===== src/hdl/cpg_pkg.sv =====
// Shared constants, codes and inter-stage records of the circle pixel generator.
// No dependencies.
`timescale 1ns / 1ps
`default_nettype none

package cpg_pkg;

    localparam int LINE_BYTES    = 80;
    localparam int RASTER_HEIGHT = 512;

    localparam int COORD_W = 10;
    localparam int RAD_W   = 9;
    localparam int PIX_W   = 12;
    localparam int DEC_W   = 13;
    localparam int ASP_W   = 11;
    localparam int OFF_W   = 16;
    localparam int MASK_W  = 8;
    localparam int IDX_W   = 3;

    localparam logic [PIX_W:0]   LINE_PX     = (PIX_W + 1)'(LINE_BYTES * 8);
    localparam logic [PIX_W-1:0] RASTER_ROWS = PIX_W'(RASTER_HEIGHT);
    localparam logic [8:0]       LINE_BYTES_W = 9'(LINE_BYTES);

    localparam logic [IDX_W-1:0] IDX_LAST = IDX_W'(7);

    localparam int CFG_IDX_W  = 1;
    localparam int CFG_DATA_W = 1;
    localparam logic [CFG_IDX_W-1:0] CFG_SCALE_X = 1'b0;
    localparam logic [CFG_IDX_W-1:0] CFG_SCALE_Y = 1'b1;

    typedef struct packed {
        logic               valid;
        logic [COORD_W-1:0] cx;
        logic [COORD_W-1:0] cy;
        logic [COORD_W-1:0] x0;
        logic [COORD_W-1:0] y0;
        logic [ASP_W-1:0]   ay;
        logic [ASP_W-1:0]   by;
        logic               done;
    } t_step_rec;

    typedef struct packed {
        logic                    valid;
        logic signed [PIX_W-1:0] px;
        logic signed [PIX_W-1:0] py;
        logic                    last;
        logic                    done;
    } t_pix;

endpackage

`default_nettype wire


===== src/hdl/cpg_in_if.sv =====
// Request channel of the circle pixel generator: start flag, centre and radius.
// Depends on cpg_pkg.
`timescale 1ns / 1ps
`default_nettype none

interface cpg_in_if;
    import cpg_pkg::*;

    logic               valid;
    logic               ready;
    logic               start_req;
    logic [COORD_W-1:0] center_x;
    logic [COORD_W-1:0] center_y;
    logic [RAD_W-1:0]   radius;

    modport source (output valid, start_req, center_x, center_y, radius, input ready);
    modport sink   (input valid, start_req, center_x, center_y, radius, output ready);
endinterface

`default_nettype wire


===== src/hdl/cpg_out_if.sv =====
// Pixel result channel of the circle pixel generator.
// Depends on cpg_pkg.
`timescale 1ns / 1ps
`default_nettype none

interface cpg_out_if;
    import cpg_pkg::*;

    logic                    valid;
    logic                    ready;
    logic signed [PIX_W-1:0] pixel_x;
    logic signed [PIX_W-1:0] pixel_y;
    logic                    in_raster;
    logic [OFF_W-1:0]        byte_offset;
    logic [MASK_W-1:0]       bit_mask;
    logic                    last_of_step;
    logic                    circle_done;

    modport source (output valid, pixel_x, pixel_y, in_raster, byte_offset, bit_mask,
                    last_of_step, circle_done, input ready);
    modport sink   (input valid, pixel_x, pixel_y, in_raster, byte_offset, bit_mask,
                    last_of_step, circle_done, output ready);
endinterface

`default_nettype wire


===== src/hdl/cpg_stepper.sv =====
// Midpoint stepper: circle state, one step per transaction, step record register.
// Depends on cpg_pkg and cpg_in_if.
`timescale 1ns / 1ps
`default_nettype none

module cpg_stepper (
    input  logic               i_clk,
    input  logic               i_rst_n,
    cpg_in_if.sink             i_req,
    input  logic               i_release,
    output cpg_pkg::t_step_rec o_rec
);
    import cpg_pkg::*;

    localparam int               RECIP_SHIFT = 16;
    localparam int               PROD_W      = 27;
    localparam logic [PROD_W-1:0] RECIP_10   = PROD_W'(6554);

    logic [COORD_W-1:0] r_step_x;
    logic [COORD_W-1:0] r_step_y;
    logic [DEC_W-1:0]   r_dec;
    logic [COORD_W-1:0] r_cx;
    logic [COORD_W-1:0] r_cy;
    logic               r_active;
    t_step_rec          r_rec;

    logic               accept;
    logic               run;
    logic [COORD_W-1:0] x_cur;
    logic [COORD_W-1:0] y_cur;
    logic [DEC_W-1:0]   d_cur;
    logic [COORD_W-1:0] cx_cur;
    logic [COORD_W-1:0] cy_cur;
    logic [DEC_W-1:0]   n_dec;
    logic signed [PIX_W-1:0] x_nxt;
    logic signed [PIX_W-1:0] y_nxt;
    logic               done;
    logic [13:0]        x11;
    logic [13:0]        y11;
    logic [PROD_W-1:0]  x_prod;
    logic [PROD_W-1:0]  y_prod;
    t_step_rec          n_rec;

    assign i_req.ready = !r_rec.valid || i_release;
    assign accept      = i_req.valid && i_req.ready;
    assign run         = i_req.start_req || r_active;

    always_comb begin
        if (i_req.start_req) begin
            x_cur  = '0;
            y_cur  = COORD_W'(i_req.radius);
            d_cur  = DEC_W'(3) - (DEC_W'(i_req.radius) << 1);
            cx_cur = i_req.center_x;
            cy_cur = i_req.center_y;
        end else begin
            x_cur  = r_step_x;
            y_cur  = r_step_y;
            d_cur  = r_dec;
            cx_cur = r_cx;
            cy_cur = r_cy;
        end

        x_nxt = $signed(PIX_W'(x_cur)) + PIX_W'(1);
        if (d_cur[DEC_W-1]) begin
            n_dec = d_cur + (DEC_W'(x_cur) << 2) + DEC_W'(6);
            y_nxt = $signed(PIX_W'(y_cur));
        end else begin
            n_dec = d_cur + ((DEC_W'(x_cur) - DEC_W'(y_cur)) << 2) + DEC_W'(10);
            y_nxt = $signed(PIX_W'(y_cur)) - PIX_W'(1);
        end
        done = x_nxt > y_nxt;

        // aspect 11/10, truncating: multiply by 11 then by a reciprocal of ten
        x11    = (14'(x_cur) << 3) + (14'(x_cur) << 1) + 14'(x_cur);
        y11    = (14'(y_cur) << 3) + (14'(y_cur) << 1) + 14'(y_cur);
        x_prod = PROD_W'(x11) * RECIP_10;
        y_prod = PROD_W'(y11) * RECIP_10;

        n_rec.valid = 1'b1;
        n_rec.cx    = cx_cur;
        n_rec.cy    = cy_cur;
        n_rec.x0    = x_cur;
        n_rec.y0    = y_cur;
        n_rec.ay    = y_prod[RECIP_SHIFT +: ASP_W];
        n_rec.by    = x_prod[RECIP_SHIFT +: ASP_W];
        n_rec.done  = done;
    end

    always_ff @(posedge i_clk) begin
        if (!i_rst_n) begin
            r_step_x    <= '0;
            r_step_y    <= '0;
            r_dec       <= '0;
            r_cx        <= '0;
            r_cy        <= '0;
            r_active    <= 1'b0;
            r_rec.valid <= 1'b0;
        end else if (accept && run) begin
            r_step_x <= x_nxt[COORD_W-1:0];
            r_step_y <= y_nxt[COORD_W-1:0];
            r_dec    <= n_dec;
            r_cx     <= cx_cur;
            r_cy     <= cy_cur;
            r_active <= !done;
            r_rec    <= n_rec;
        end else if (i_release) begin
            r_rec.valid <= 1'b0;
        end
    end

    assign o_rec = r_rec;

    a_step_loads_record: assert property (@(posedge i_clk) disable iff (!i_rst_n)
        (accept && run) |=> r_rec.valid)
        else $error("step ran without a record");

endmodule

`default_nettype wire


===== src/hdl/cpg_emitter.sv =====
// Octant emitter: walks the eight mirrored pixels of a step into a pixel register.
// Depends on cpg_pkg.
`timescale 1ns / 1ps
`default_nettype none

module cpg_emitter (
    input  logic               i_clk,
    input  logic               i_rst_n,
    input  cpg_pkg::t_step_rec i_rec,
    input  logic               i_ready,
    output logic               o_release,
    output cpg_pkg::t_pix      o_pix
);
    import cpg_pkg::*;

    logic [IDX_W-1:0] r_idx;
    t_pix             r_pix;

    logic               pix_free;
    logic               advance;
    logic               use_y;
    logic               neg_col;
    logic               neg_row;
    logic [COORD_W-1:0] lateral;
    logic [ASP_W-1:0]   vert;
    t_pix               n_pix;

    assign pix_free  = !r_pix.valid || i_ready;
    assign advance   = i_rec.valid && pix_free;
    assign o_release = advance && (r_idx == IDX_LAST);

    always_comb begin
        use_y   = r_idx[2];
        neg_col = r_idx[1];
        neg_row = r_idx[1] ^ r_idx[0];
        lateral = use_y ? i_rec.y0 : i_rec.x0;
        vert    = use_y ? i_rec.by : i_rec.ay;

        n_pix.valid = advance;
        n_pix.px    = neg_col ? $signed(PIX_W'(i_rec.cx) - PIX_W'(lateral))
                              : $signed(PIX_W'(i_rec.cx) + PIX_W'(lateral));
        n_pix.py    = neg_row ? $signed(PIX_W'(i_rec.cy) - PIX_W'(vert))
                              : $signed(PIX_W'(i_rec.cy) + PIX_W'(vert));
        n_pix.last  = (r_idx == IDX_LAST);
        n_pix.done  = (r_idx == IDX_LAST) && i_rec.done;
    end

    always_ff @(posedge i_clk) begin
        if (!i_rst_n) begin
            r_idx       <= '0;
            r_pix.valid <= 1'b0;
        end else begin
            if (advance) begin
                r_idx <= r_idx + IDX_W'(1);
            end
            if (pix_free) begin
                r_pix <= n_pix;
            end
        end
    end

    assign o_pix = r_pix;

    a_idx_idle_zero: assert property (@(posedge i_clk) disable iff (!i_rst_n)
        !i_rec.valid |-> (r_idx == '0))
        else $error("pixel index not rewound between steps");

endmodule

`default_nettype wire


===== src/hdl/cpg_addr.sv =====
// Address stage: raster check, scaled bitplane byte offset and bit mask into the output register.
// Depends on cpg_pkg and cpg_out_if.
`timescale 1ns / 1ps
`default_nettype none

module cpg_addr (
    input  logic          i_clk,
    input  logic          i_rst_n,
    input  logic          i_scale_x,
    input  logic          i_scale_y,
    input  cpg_pkg::t_pix i_pix,
    output logic          o_ready,
    cpg_out_if.source     o_res
);
    import cpg_pkg::*;

    logic                    r_valid;
    logic signed [PIX_W-1:0] r_px;
    logic signed [PIX_W-1:0] r_py;
    logic                    r_in_raster;
    logic [OFF_W-1:0]        r_offset;
    logic [MASK_W-1:0]       r_mask;
    logic                    r_last;
    logic                    r_done;

    logic              on_raster;
    logic [10:0]       sx;
    logic [9:0]        sy;
    logic [8:0]        bpl;
    logic [18:0]       row_base;
    logic [OFF_W-1:0]  n_offset;
    logic [MASK_W-1:0] n_mask;

    assign o_ready = !r_valid || o_res.ready;

    always_comb begin
        on_raster = !i_pix.px[PIX_W-1] && ({1'b0, $unsigned(i_pix.px)} < LINE_PX)
                 && !i_pix.py[PIX_W-1] && ($unsigned(i_pix.py) < RASTER_ROWS);
        sx        = $unsigned(i_pix.px[10:0]) >> i_scale_x;
        sy        = $unsigned(i_pix.py[9:0]) >> i_scale_y;
        bpl       = LINE_BYTES_W >> i_scale_x;
        row_base  = 19'(sy) * 19'(bpl);
        n_offset  = on_raster ? OFF_W'(row_base + 19'(sx[10:3])) : '0;
        n_mask    = on_raster ? (MASK_W'(8'h80) >> sx[2:0]) : '0;
    end

    always_ff @(posedge i_clk) begin
        if (!i_rst_n) begin
            r_valid <= 1'b0;
        end else if (o_ready) begin
            r_valid     <= i_pix.valid;
            r_px        <= i_pix.px;
            r_py        <= i_pix.py;
            r_in_raster <= on_raster;
            r_offset    <= n_offset;
            r_mask      <= n_mask;
            r_last      <= i_pix.last;
            r_done      <= i_pix.done;
        end
    end

    assign o_res.valid        = r_valid;
    assign o_res.pixel_x      = r_px;
    assign o_res.pixel_y      = r_py;
    assign o_res.in_raster    = r_in_raster;
    assign o_res.byte_offset  = r_offset;
    assign o_res.bit_mask     = r_mask;
    assign o_res.last_of_step = r_last;
    assign o_res.circle_done  = r_done;

    a_outside_zero: assert property (@(posedge i_clk) disable iff (!i_rst_n)
        (r_valid && !r_in_raster) |-> (r_offset == '0 && r_mask == '0))
        else $error("pixel outside raster carries an address");

    a_inside_onehot: assert property (@(posedge i_clk) disable iff (!i_rst_n)
        (r_valid && r_in_raster) |-> $onehot(r_mask))
        else $error("pixel inside raster lacks a one-hot mask");

    a_done_is_last: assert property (@(posedge i_clk) disable iff (!i_rst_n)
        (r_valid && r_done) |-> r_last)
        else $error("circle end flagged before the last pixel of a step");

endmodule

`default_nettype wire


===== src/hdl/circle_pixel_generator.sv =====
// Circle pixel generator top level: scale registers, stepper, octant emitter, address stage.
// Depends on cpg_pkg, cpg_in_if, cpg_out_if, cpg_stepper, cpg_emitter and cpg_addr.
//
// Usage:
//   i_req carries one transaction per circle step. With start_req high it loads the
//   centre and radius and runs the first step; with it low it runs the next step of
//   the current circle, or is dropped when no circle is active.
//   o_pix returns eight transactions per step in octant order, each with its column,
//   row, raster flag, bitplane byte offset and bit mask; last_of_step marks the
//   eighth and circle_done marks the eighth of the final step.
//   i_cfg_we writes scale_x (index 0) or scale_y (index 1); write only while idle.
// Timing:
//   A taken request passes through the step record, the emitter's pixel register and
//   the output register of the address stage before its first pixel reaches o_pix.
//   Pixels follow one per cycle when o_pix is not stalled, set by the octant counter
//   feeding o_pix; the next request is taken in the cycle the eighth pixel of the
//   current step leaves the emitter, so steps follow without a gap.
// Reset clears the circle state, the scale registers and all valid flags. When the
// receiver stalls, each stage holds its pixel and the request side waits.
`timescale 1ns / 1ps
`default_nettype none

module circle_pixel_generator (
    input  logic                             i_clk,
    input  logic                             i_rst_n,
    input  logic                             i_cfg_we,
    input  logic [cpg_pkg::CFG_IDX_W-1:0]    i_cfg_addr,
    input  logic [cpg_pkg::CFG_DATA_W-1:0]   i_cfg_wdata,
    cpg_in_if.sink                           i_req,
    cpg_out_if.source                        o_pix
);
    import cpg_pkg::*;

    logic      r_scale_x;
    logic      r_scale_y;
    t_step_rec step_rec;
    logic      rec_release;
    t_pix      pix;
    logic      pix_ready;

    always_ff @(posedge i_clk) begin
        if (!i_rst_n) begin
            r_scale_x <= 1'b0;
            r_scale_y <= 1'b0;
        end else if (i_cfg_we) begin
            unique case (i_cfg_addr)
                CFG_SCALE_X: begin
                    r_scale_x <= i_cfg_wdata[0];
                end
                CFG_SCALE_Y: begin
                    r_scale_y <= i_cfg_wdata[0];
                end
            endcase
        end
    end

    cpg_stepper u_stepper (
        .i_clk     (i_clk),
        .i_rst_n   (i_rst_n),
        .i_req     (i_req),
        .i_release (rec_release),
        .o_rec     (step_rec)
    );

    cpg_emitter u_emitter (
        .i_clk     (i_clk),
        .i_rst_n   (i_rst_n),
        .i_rec     (step_rec),
        .i_ready   (pix_ready),
        .o_release (rec_release),
        .o_pix     (pix)
    );

    cpg_addr u_addr (
        .i_clk     (i_clk),
        .i_rst_n   (i_rst_n),
        .i_scale_x (r_scale_x),
        .i_scale_y (r_scale_y),
        .i_pix     (pix),
        .o_ready   (pix_ready),
        .o_res     (o_pix)
    );

endmodule

`default_nettype wire

===== src/flat_wrapper.sv =====
// flat-port wrapper written by rule: the top's interface ports become plain ports
module circle_pixel_generator_flat import cpg_pkg::*;
  (i_clk, i_rst_n, i_cfg_we, i_cfg_addr, i_cfg_wdata, i_req_valid, i_req_start_req, i_req_center_x, i_req_center_y, i_req_radius, i_req_ready, o_pix_valid, o_pix_pixel_x, o_pix_pixel_y, o_pix_in_raster, o_pix_byte_offset, o_pix_bit_mask, o_pix_last_of_step, o_pix_circle_done, o_pix_ready);
  cpg_in_if i_req_i ();
  cpg_out_if o_pix_i ();
  input  logic i_clk;
  input  logic i_rst_n;
  input  logic i_cfg_we;
  input  logic [cpg_pkg::CFG_IDX_W-1:0] i_cfg_addr;
  input  logic [cpg_pkg::CFG_DATA_W-1:0] i_cfg_wdata;
  input wire logic [$bits(i_req_i.valid)-1:0] i_req_valid;
  input wire logic [$bits(i_req_i.start_req)-1:0] i_req_start_req;
  input wire logic [$bits(i_req_i.center_x)-1:0] i_req_center_x;
  input wire logic [$bits(i_req_i.center_y)-1:0] i_req_center_y;
  input wire logic [$bits(i_req_i.radius)-1:0] i_req_radius;
  output wire logic [$bits(i_req_i.ready)-1:0] i_req_ready;
  output wire logic [$bits(o_pix_i.valid)-1:0] o_pix_valid;
  output wire logic [$bits(o_pix_i.pixel_x)-1:0] o_pix_pixel_x;
  output wire logic [$bits(o_pix_i.pixel_y)-1:0] o_pix_pixel_y;
  output wire logic [$bits(o_pix_i.in_raster)-1:0] o_pix_in_raster;
  output wire logic [$bits(o_pix_i.byte_offset)-1:0] o_pix_byte_offset;
  output wire logic [$bits(o_pix_i.bit_mask)-1:0] o_pix_bit_mask;
  output wire logic [$bits(o_pix_i.last_of_step)-1:0] o_pix_last_of_step;
  output wire logic [$bits(o_pix_i.circle_done)-1:0] o_pix_circle_done;
  input wire logic [$bits(o_pix_i.ready)-1:0] o_pix_ready;
  assign i_req_i.valid = i_req_valid;
  assign i_req_i.start_req = i_req_start_req;
  assign i_req_i.center_x = i_req_center_x;
  assign i_req_i.center_y = i_req_center_y;
  assign i_req_i.radius = i_req_radius;
  assign i_req_ready = i_req_i.ready;
  assign o_pix_valid = o_pix_i.valid;
  assign o_pix_pixel_x = o_pix_i.pixel_x;
  assign o_pix_pixel_y = o_pix_i.pixel_y;
  assign o_pix_in_raster = o_pix_i.in_raster;
  assign o_pix_byte_offset = o_pix_i.byte_offset;
  assign o_pix_bit_mask = o_pix_i.bit_mask;
  assign o_pix_last_of_step = o_pix_i.last_of_step;
  assign o_pix_circle_done = o_pix_i.circle_done;
  assign o_pix_i.ready = o_pix_ready;
  circle_pixel_generator u_core (.i_clk(i_clk), .i_rst_n(i_rst_n), .i_cfg_we(i_cfg_we), .i_cfg_addr(i_cfg_addr), .i_cfg_wdata(i_cfg_wdata), .i_req(i_req_i), .o_pix(o_pix_i));
endmodule

===== config.mk =====
export PLATFORM = sky130hd
export DESIGN_NAME = circle_pixel_generator_flat
export DESIGN_NICKNAME = d
export VERILOG_FILES = /design/src/hdl/cpg_pkg.sv /design/src/hdl/cpg_in_if.sv /design/src/hdl/cpg_out_if.sv /design/src/hdl/cpg_stepper.sv /design/src/hdl/cpg_emitter.sv /design/src/hdl/cpg_addr.sv /design/src/hdl/circle_pixel_generator.sv /design/src/flat_wrapper.sv
export SDC_FILE = /design/constraint.sdc
export NUM_CORES = 1
export LEC_CHECK = 0
export BUFFER_PORTS_ARGS = -buffer_cell sky130_fd_sc_hd__clkbuf_2
export CAP_MARGIN = 25
export CORE_ASPECT_RATIO = 0.6
export CORE_UTILIZATION = 62
export DETAILED_ROUTE_END_ITERATION = 10
export PLACE_DENSITY = 0.86
export RECOVER_POWER = 25
export SLEW_MARGIN = 20
export SYNTH_ARGS = -nofsm -noshare
export SYNTH_HDL_FRONTEND = slang
export SYNTH_HIERARCHICAL = 1
export SYNTH_SLANG_ARGS = --single-unit

===== constraint.sdc =====
create_clock -name i_clk -period 23 [get_ports i_clk]
set_input_delay 2.3 -clock i_clk [delete_from_list [all_inputs] [get_ports i_clk]]
set_output_delay 2.3 -clock i_clk [all_outputs]
set_load 0.01 [all_outputs]

==> results of run 1 <==
-- registers in the layout, summed over array words and instances, names as in the netlist, 3 cells and up --
| name | flops |
|---|---|
| u_core/u_stepper/r_cy | 10 |
| u_core/u_addr/o_res.byte_offset | 16 |
| u_core/u_stepper/o_rec | 64 |
| u_core/u_addr/o_res.bit_mask | 8 |
| u_core/u_stepper/r_step_y | 10 |
| u_core/u_stepper/r_step_x | 10 |
| u_core/u_emitter/o_pix | 27 |
| u_core/u_addr/o_res.pixel_y | 12 |
| u_core/u_addr/o_res.pixel_x | 12 |
| u_core/u_stepper/r_cx | 10 |
| u_core/u_emitter/r_idx | 3 |
| u_core/u_stepper/r_dec | 12 |
-- cell type report --
type	count	area share [%]
flip-flops and latches	201	24.5
repair buffers	103	2.37
multi-input cells	1520	62.5
inverters	285	4.83
clock inverters	11	0.751
clock buffers	27	2.62
well taps	424	2.40
-- synth_stat cells (19+ instances only) --
cell type,number,area share (%)
a21boi_0,33,1.2
o21ai_0,68,1.7
nor3_1,34,0.83
nand2_1,117,2.1
mux2i_1,44,2.1
nor2b_1,26,0.79
a21oi_1,80,1.9
xor2_1,50,2.1
xnor2_1,87,3.7
nor2_1,121,2.2
mux2_2,33,1.8
fa_1,121,12
nand3_1,23,0.56
clkbuf_1,26,0.47
a21o_1,33,1.2
o21a_1,30,1.1
edfxtp_1,140,20
and2_1,29,0.88
nand2b_1,19,0.58
dfxtp_1,61,5.9
ha_1,359,22
inv_1,283,5.2
-- final timing paths --
path                                                   from                                         end  slack (ns)  cells past startpoint
setup / recovery                            i_req_start_req        u_core/u_stepper/o_rec[11]$_DFFE_PP_       10.14                     29
hold / removal          u_core/u_emitter/o_pix[1]$_DFFE_PP_  u_core/u_addr/o_res.last_of_step$_DFFE_PP_        0.43                      0
setup reg to reg  u_core/u_stepper/r_step_x[1]$_SDFFE_PN0P_        u_core/u_stepper/o_rec[11]$_DFFE_PP_       14.98                     26
hold reg to reg         u_core/u_emitter/o_pix[1]$_DFFE_PP_  u_core/u_addr/o_res.last_of_step$_DFFE_PP_        0.43                      0
-- cell families after synthesis --
kind of cell | Yosys count | synth area share, %
AOI/OAI and AO/OA | 379 | 12.9
xor gates and xnor gates | 138 | 5.90
adders and majority gates | 480 | 33.6
buffers and inverters | 338 | 6.48
DFF | 201 | 26.3
muxes | 78 | 4.01
other | 1 | 0.0182
and+or+nand+nor | 444 | 10.8
-- metrics by stage --
stage | util [%] | hold WS, ns | cells | cell area (um^2) | setup WS, ns
4_1_cts | 68.2 | 0.433 | 2570 | 22200 | 13.10
2_1_floorplan | - | 0.400 | 2059 | 20600 | 13.50
3_3_place_gp | 65.8 | 0.402 | 2531 | 21400 | 12.75
3_5_place_dp | 65.9 | 0.418 | 2532 | 21400 | 12.54
6_report | 68.1 | 0.430 | 2571 | 22200 | 10.14
5_1_grt | 68.1 | 0.438 | 2571 | 22200 | 9.51
-- layer usage --
layer	global-route usage, %	up-vias	share of wire, %
li1	-	7283	-
met1	43.1	7443	47
met2	44.4	571	43
met3	6.01	58	8.9
met4	5.40	0	1.5
met5	0	-	0
==> flow_metrics.tcl, run 1 <==
set metrics [dict create \
    postSynth.asyncResetShare_pct 0 \
    final_cell_mix "ha_1, inv_1, edfxtp_1" \
    grt.overflow.total 0 \
    cts_sinks 201 \
    rows 51 \
    worst-slew-pin-transition_ns 3.80 \
    finalCritPeriodShare_pct 55.9 \
    cts_setup_buffers 0 \
    drt_wl_total_um 49000 \
    path_buf_inv 8 \
    ant_nets 0 \
    crit_type "input port to flip-flop" \
    cts.clk_slew.worst_paths_ns 0.06 \
    cp_slowest_cell "clkbuf_1" \
    fin_setup_tns_ns 0 \
    core-area_um2 32500 \
    grt_pass1_wl_um 78700 \
    avgSynthCellArea_um2 10.0 \
    worstSkewPairLatency_ns 0.53 \
    syn2layout_area_growth_pct 7.51 \
    clock_path_buffers 3 \
    final_max_slew_viol_count 171 \
    ys_seq_elements 201 \
    outcome "finished, violations left" \
    timing.slew.headroom_pct -153 \
    violations "max-capacitance violations, max-slew violations" \
    rsz0062_at_grt "false" \
    dominantRegCellSynth "edfxtp_1" \
    timing.fmax_mhz 77.8 \
    multiInputGateArea_um2 13900 \
    first_global_vias 15123 \
    cpPeakStageDelay_ns 2.67 \
    synth_edf_count 140 \
    critPathMaxFanout 65 \
    cap_viol_max_count 3 \
    setup_viol_count_final 0 \
    drtIter0Drc 1407 \
    final_common_cell "ha_1" \
    grt_start_max_net_pins 66 \
    antenna_found_initial 1 \
    hp-class "flip-flop to flip-flop" \
    fillers 2426 \
    io_pins 90 \
    drive_gt1_share_pct 8.52 \
    cpLargestDelayFamily "buffers and inverters" \
    routabilityCongestion 0.953 \
    synth_cells 2059 \
    wl_per_cell_um 19.1 \
    fin_nets 2649 \
    holdBufCountCts 0 \
    die_area_um2 34000 \
    drc 0 \
    hpwlAfterDp_um 38800 \
    die_h_um 143 \
    yosysWarnings 6 \
    final-hold-violation-count 0 \
    die_x_um 237 \
    htree_levels 1 \
    port_buffers 89 \
    finalClockSkew_ns 0.0162 \
    yosysSeqAreaShare_pct 26.3 \
    syn-num-nets 2576 \
    cts_resized 0 \
    period_needed_ns 12.86 \
    grt_use_total_pct 29.2 \
    worstPathArrival_ns 13.21 \
    tritoncts "done" \
    root_buffer "clkbuf_16" \
    dr.pass1.iters 6 \
    syn-cell-area_um2 20600 \
    cp-start-kind "input port" \
    via_per_inst 5.97 \
    crit_top_cell "inv_1" \
    cts_buffers 21 \
    worst_ep_required_time_ns 23.35 \
    n_antenna_cell 0 \
    start_util_pct 63.3 \
    cp-end-kind "flip-flop" \
    vias 15355 \
    final-seq-area_um2 5430 \
    yosysUniqueCellTypes 95 \
]
Power of run 1 is left out: the tool's default activity adds up to more than one toggle a clock period on the data nets, which glitch-free logic cannot reach.
==> run 2, diff against run 1 <==
Clock period 23 ns to 12.6 ns, I/O delays scaled along.
==> flow_metrics.tcl, run 2 (synthesis gave the netlist of run 1 again) <==
set metrics [dict create \
    critPathMaxFanout 57 \
    worst-slew-pin-transition_ns 2.77 \
    clock_path_buffers 3 \
    highest_layer "met4" \
    core-area_um2 32500 \
    tritoncts "done" \
    fin_setup_tns_ns 0 \
    htree_levels 1 \
    grt_start_max_net_pins 66 \
    grt_pass1_wl_um 82400 \
    vias 15800 \
    path_buf_inv 4 \
    rows 51 \
    outcome "finished, violations left" \
    hpwlAfterDp_um 40500 \
    cp-start-kind "input port" \
    violations "max-capacitance violations, max-slew violations" \
    final-seq-area_um2 5430 \
    start_util_pct 63.3 \
    first_global_vias 15575 \
    period_needed_ns 9.41 \
    cp_slowest_cell "mux2i_1" \
    wl_met2_um 22500 \
    cpLargestDelayFamily "adder cells" \
    final-hold-violation-count 0 \
    ant_nets 0 \
    rr_endpoint "u_core/u_stepper/o_rec[11]$_DFFE_PP_" \
    syn2layout_area_growth_pct 7.23 \
    dr.pass1.iters 8 \
    holdBufCountCts 0 \
    timing.slew.headroom_pct -84.7 \
    worstSkewPairLatency_ns 0.52 \
    cts_sinks 201 \
    wl_per_cell_um 20.0 \
    drc 0 \
    finalClockSkew_ns 0.0116 \
    cts_resized 0 \
    drive_gt1_share_pct 7.72 \
    crit_type "input port to flip-flop" \
    die_x_um 237 \
    worstPathArrival_ns 9.67 \
    die_h_um 143 \
    finalCritPeriodShare_pct 74.7 \
    rsz0062_at_grt "false" \
    drt_wl_total_um 51400 \
    fillers 2436 \
    n_antenna_cell 0 \
    cts_buffers 21 \
    worst_ep_required_time_ns 12.86 \
    cap_viol_max_count 2 \
    r2r_slack_ns 4.28 \
    grt.overflow.total 0 \
    root_buffer "clkbuf_16" \
    dp_slack_ns 2.94 \
    antenna_found_initial 0 \
    routabilityCongestion 0.985 \
    port_buffers 89 \
    hold_end "u_core/u_addr/o_res.last_of_step$_DFFE_PP_" \
    setup_ws_ns 3.19 \
    fin_nets 2651 \
    grt_use_total_pct 30.6 \
    wl_met3_um 4800 \
    final_cell_mix "ha_1, inv_1, edfxtp_1" \
    die_area_um2 34000 \
    via_per_inst 6.14 \
    drtIter0Drc 1630 \
    cts_setup_buffers 0 \
    min-delay-start "u_core/u_emitter/o_pix[1]$_DFFE_PP_" \
    cts.clk_slew.worst_paths_ns 0.07 \
    setup_viol_count_final 0 \
    largest_reg_flops 64 \
    final_max_slew_viol_count 94 \
    cp-end-kind "flip-flop" \
    crit_top_cell "fa_1" \
    wl_met1_um 23100 \
    crit_cells 28 \
    final_common_cell "ha_1" \
    ff2ff_path_depth 24 \
    hold_path_depth 0 \
    cpPeakStageDelay_ns 0.73 \
    multiInputGateArea_um2 13900 \
    hp-class "flip-flop to flip-flop" \
    timing.fmax_mhz 106 \
    reg2reg_from "u_core/u_stepper/r_step_x[1]$_SDFFE_PN0P_" \
    io_pins 90 \
]
## run 2: through the flow
step                area, um^2  cells  utilization (%)  hold slack, ns
floorplan                20600   2059                -           0.400
global placement         21400   2531             65.8           0.406
detailed placement       21500   2533             65.9           0.411
CTS                      22100   2571             68.0           0.419
global route             22100   2573             67.9           0.432
finish                   22100   2573             67.9           0.421
## run 2: per-layer routing
metal  vias up  global-route usage (%)
li1       7289                       -
met1      7691                    44.8
met2       729                    47.8
met3        91                    5.16
met4         0                    6.25
met5         -                       0
## run 2: area by class of cell
type                            count  area share [%]
Clock inverter                     13           0.583
Sequential cell                   201            24.6
Inverter                          285            4.84
Tap cell                          424            2.40
Clock buffer                       25            2.49
Timing Repair Buffer              105            2.41
Multi-Input combinational cell   1520            62.7
## run 2: how the worst max path moves through the flow
stage / end / start / slack, ns
2_1_floorplan: u_core/u_stepper/o_rec[9]$_DFFE_PP_ / i_req_start_req / 4.14
3_3_place_gp: u_core/u_stepper/o_rec[22]$_DFFE_PP_ / i_req_start_req / 3.31
6_report: u_core/u_stepper/o_rec[22]$_DFFE_PP_ / i_req_start_req / 3.19
5_1_grt: u_core/u_stepper/o_rec[22]$_DFFE_PP_ / i_req_start_req / 2.64
4_1_cts: u_core/u_stepper/o_rec[22]$_DFFE_PP_ / i_req_start_req / 3.46
3_5_place_dp: u_core/u_stepper/o_rec[22]$_DFFE_PP_ / i_req_start_req / 2.94
## run 2: worst register-to-register path: stages, from the launching register on
cell and delay, ns:
dfxtp_1 0.38, nor2b_1 0.83, inv_1 0.29, fa_1 0.57, inv_1 0.06, ha_1 0.32, a21oi_1 0.12, o21ai_0 0.35
a21oi_1 0.15, o21ai_0 0.25, a31oi_1 0.14, xnor2_1 0.63, ha_1 0.40, fa_1 0.49, fa_1 0.49, inv_1 0.06
fa_1 0.52, inv_1 0.05, ha_1 0.30, a21o_1 0.19, o21ai_0 0.43, o31a_1 0.34, nor3_1 0.13, o311a_1 0.34
nor3_1 0.28
Power of run 2 is left out for the same reason.
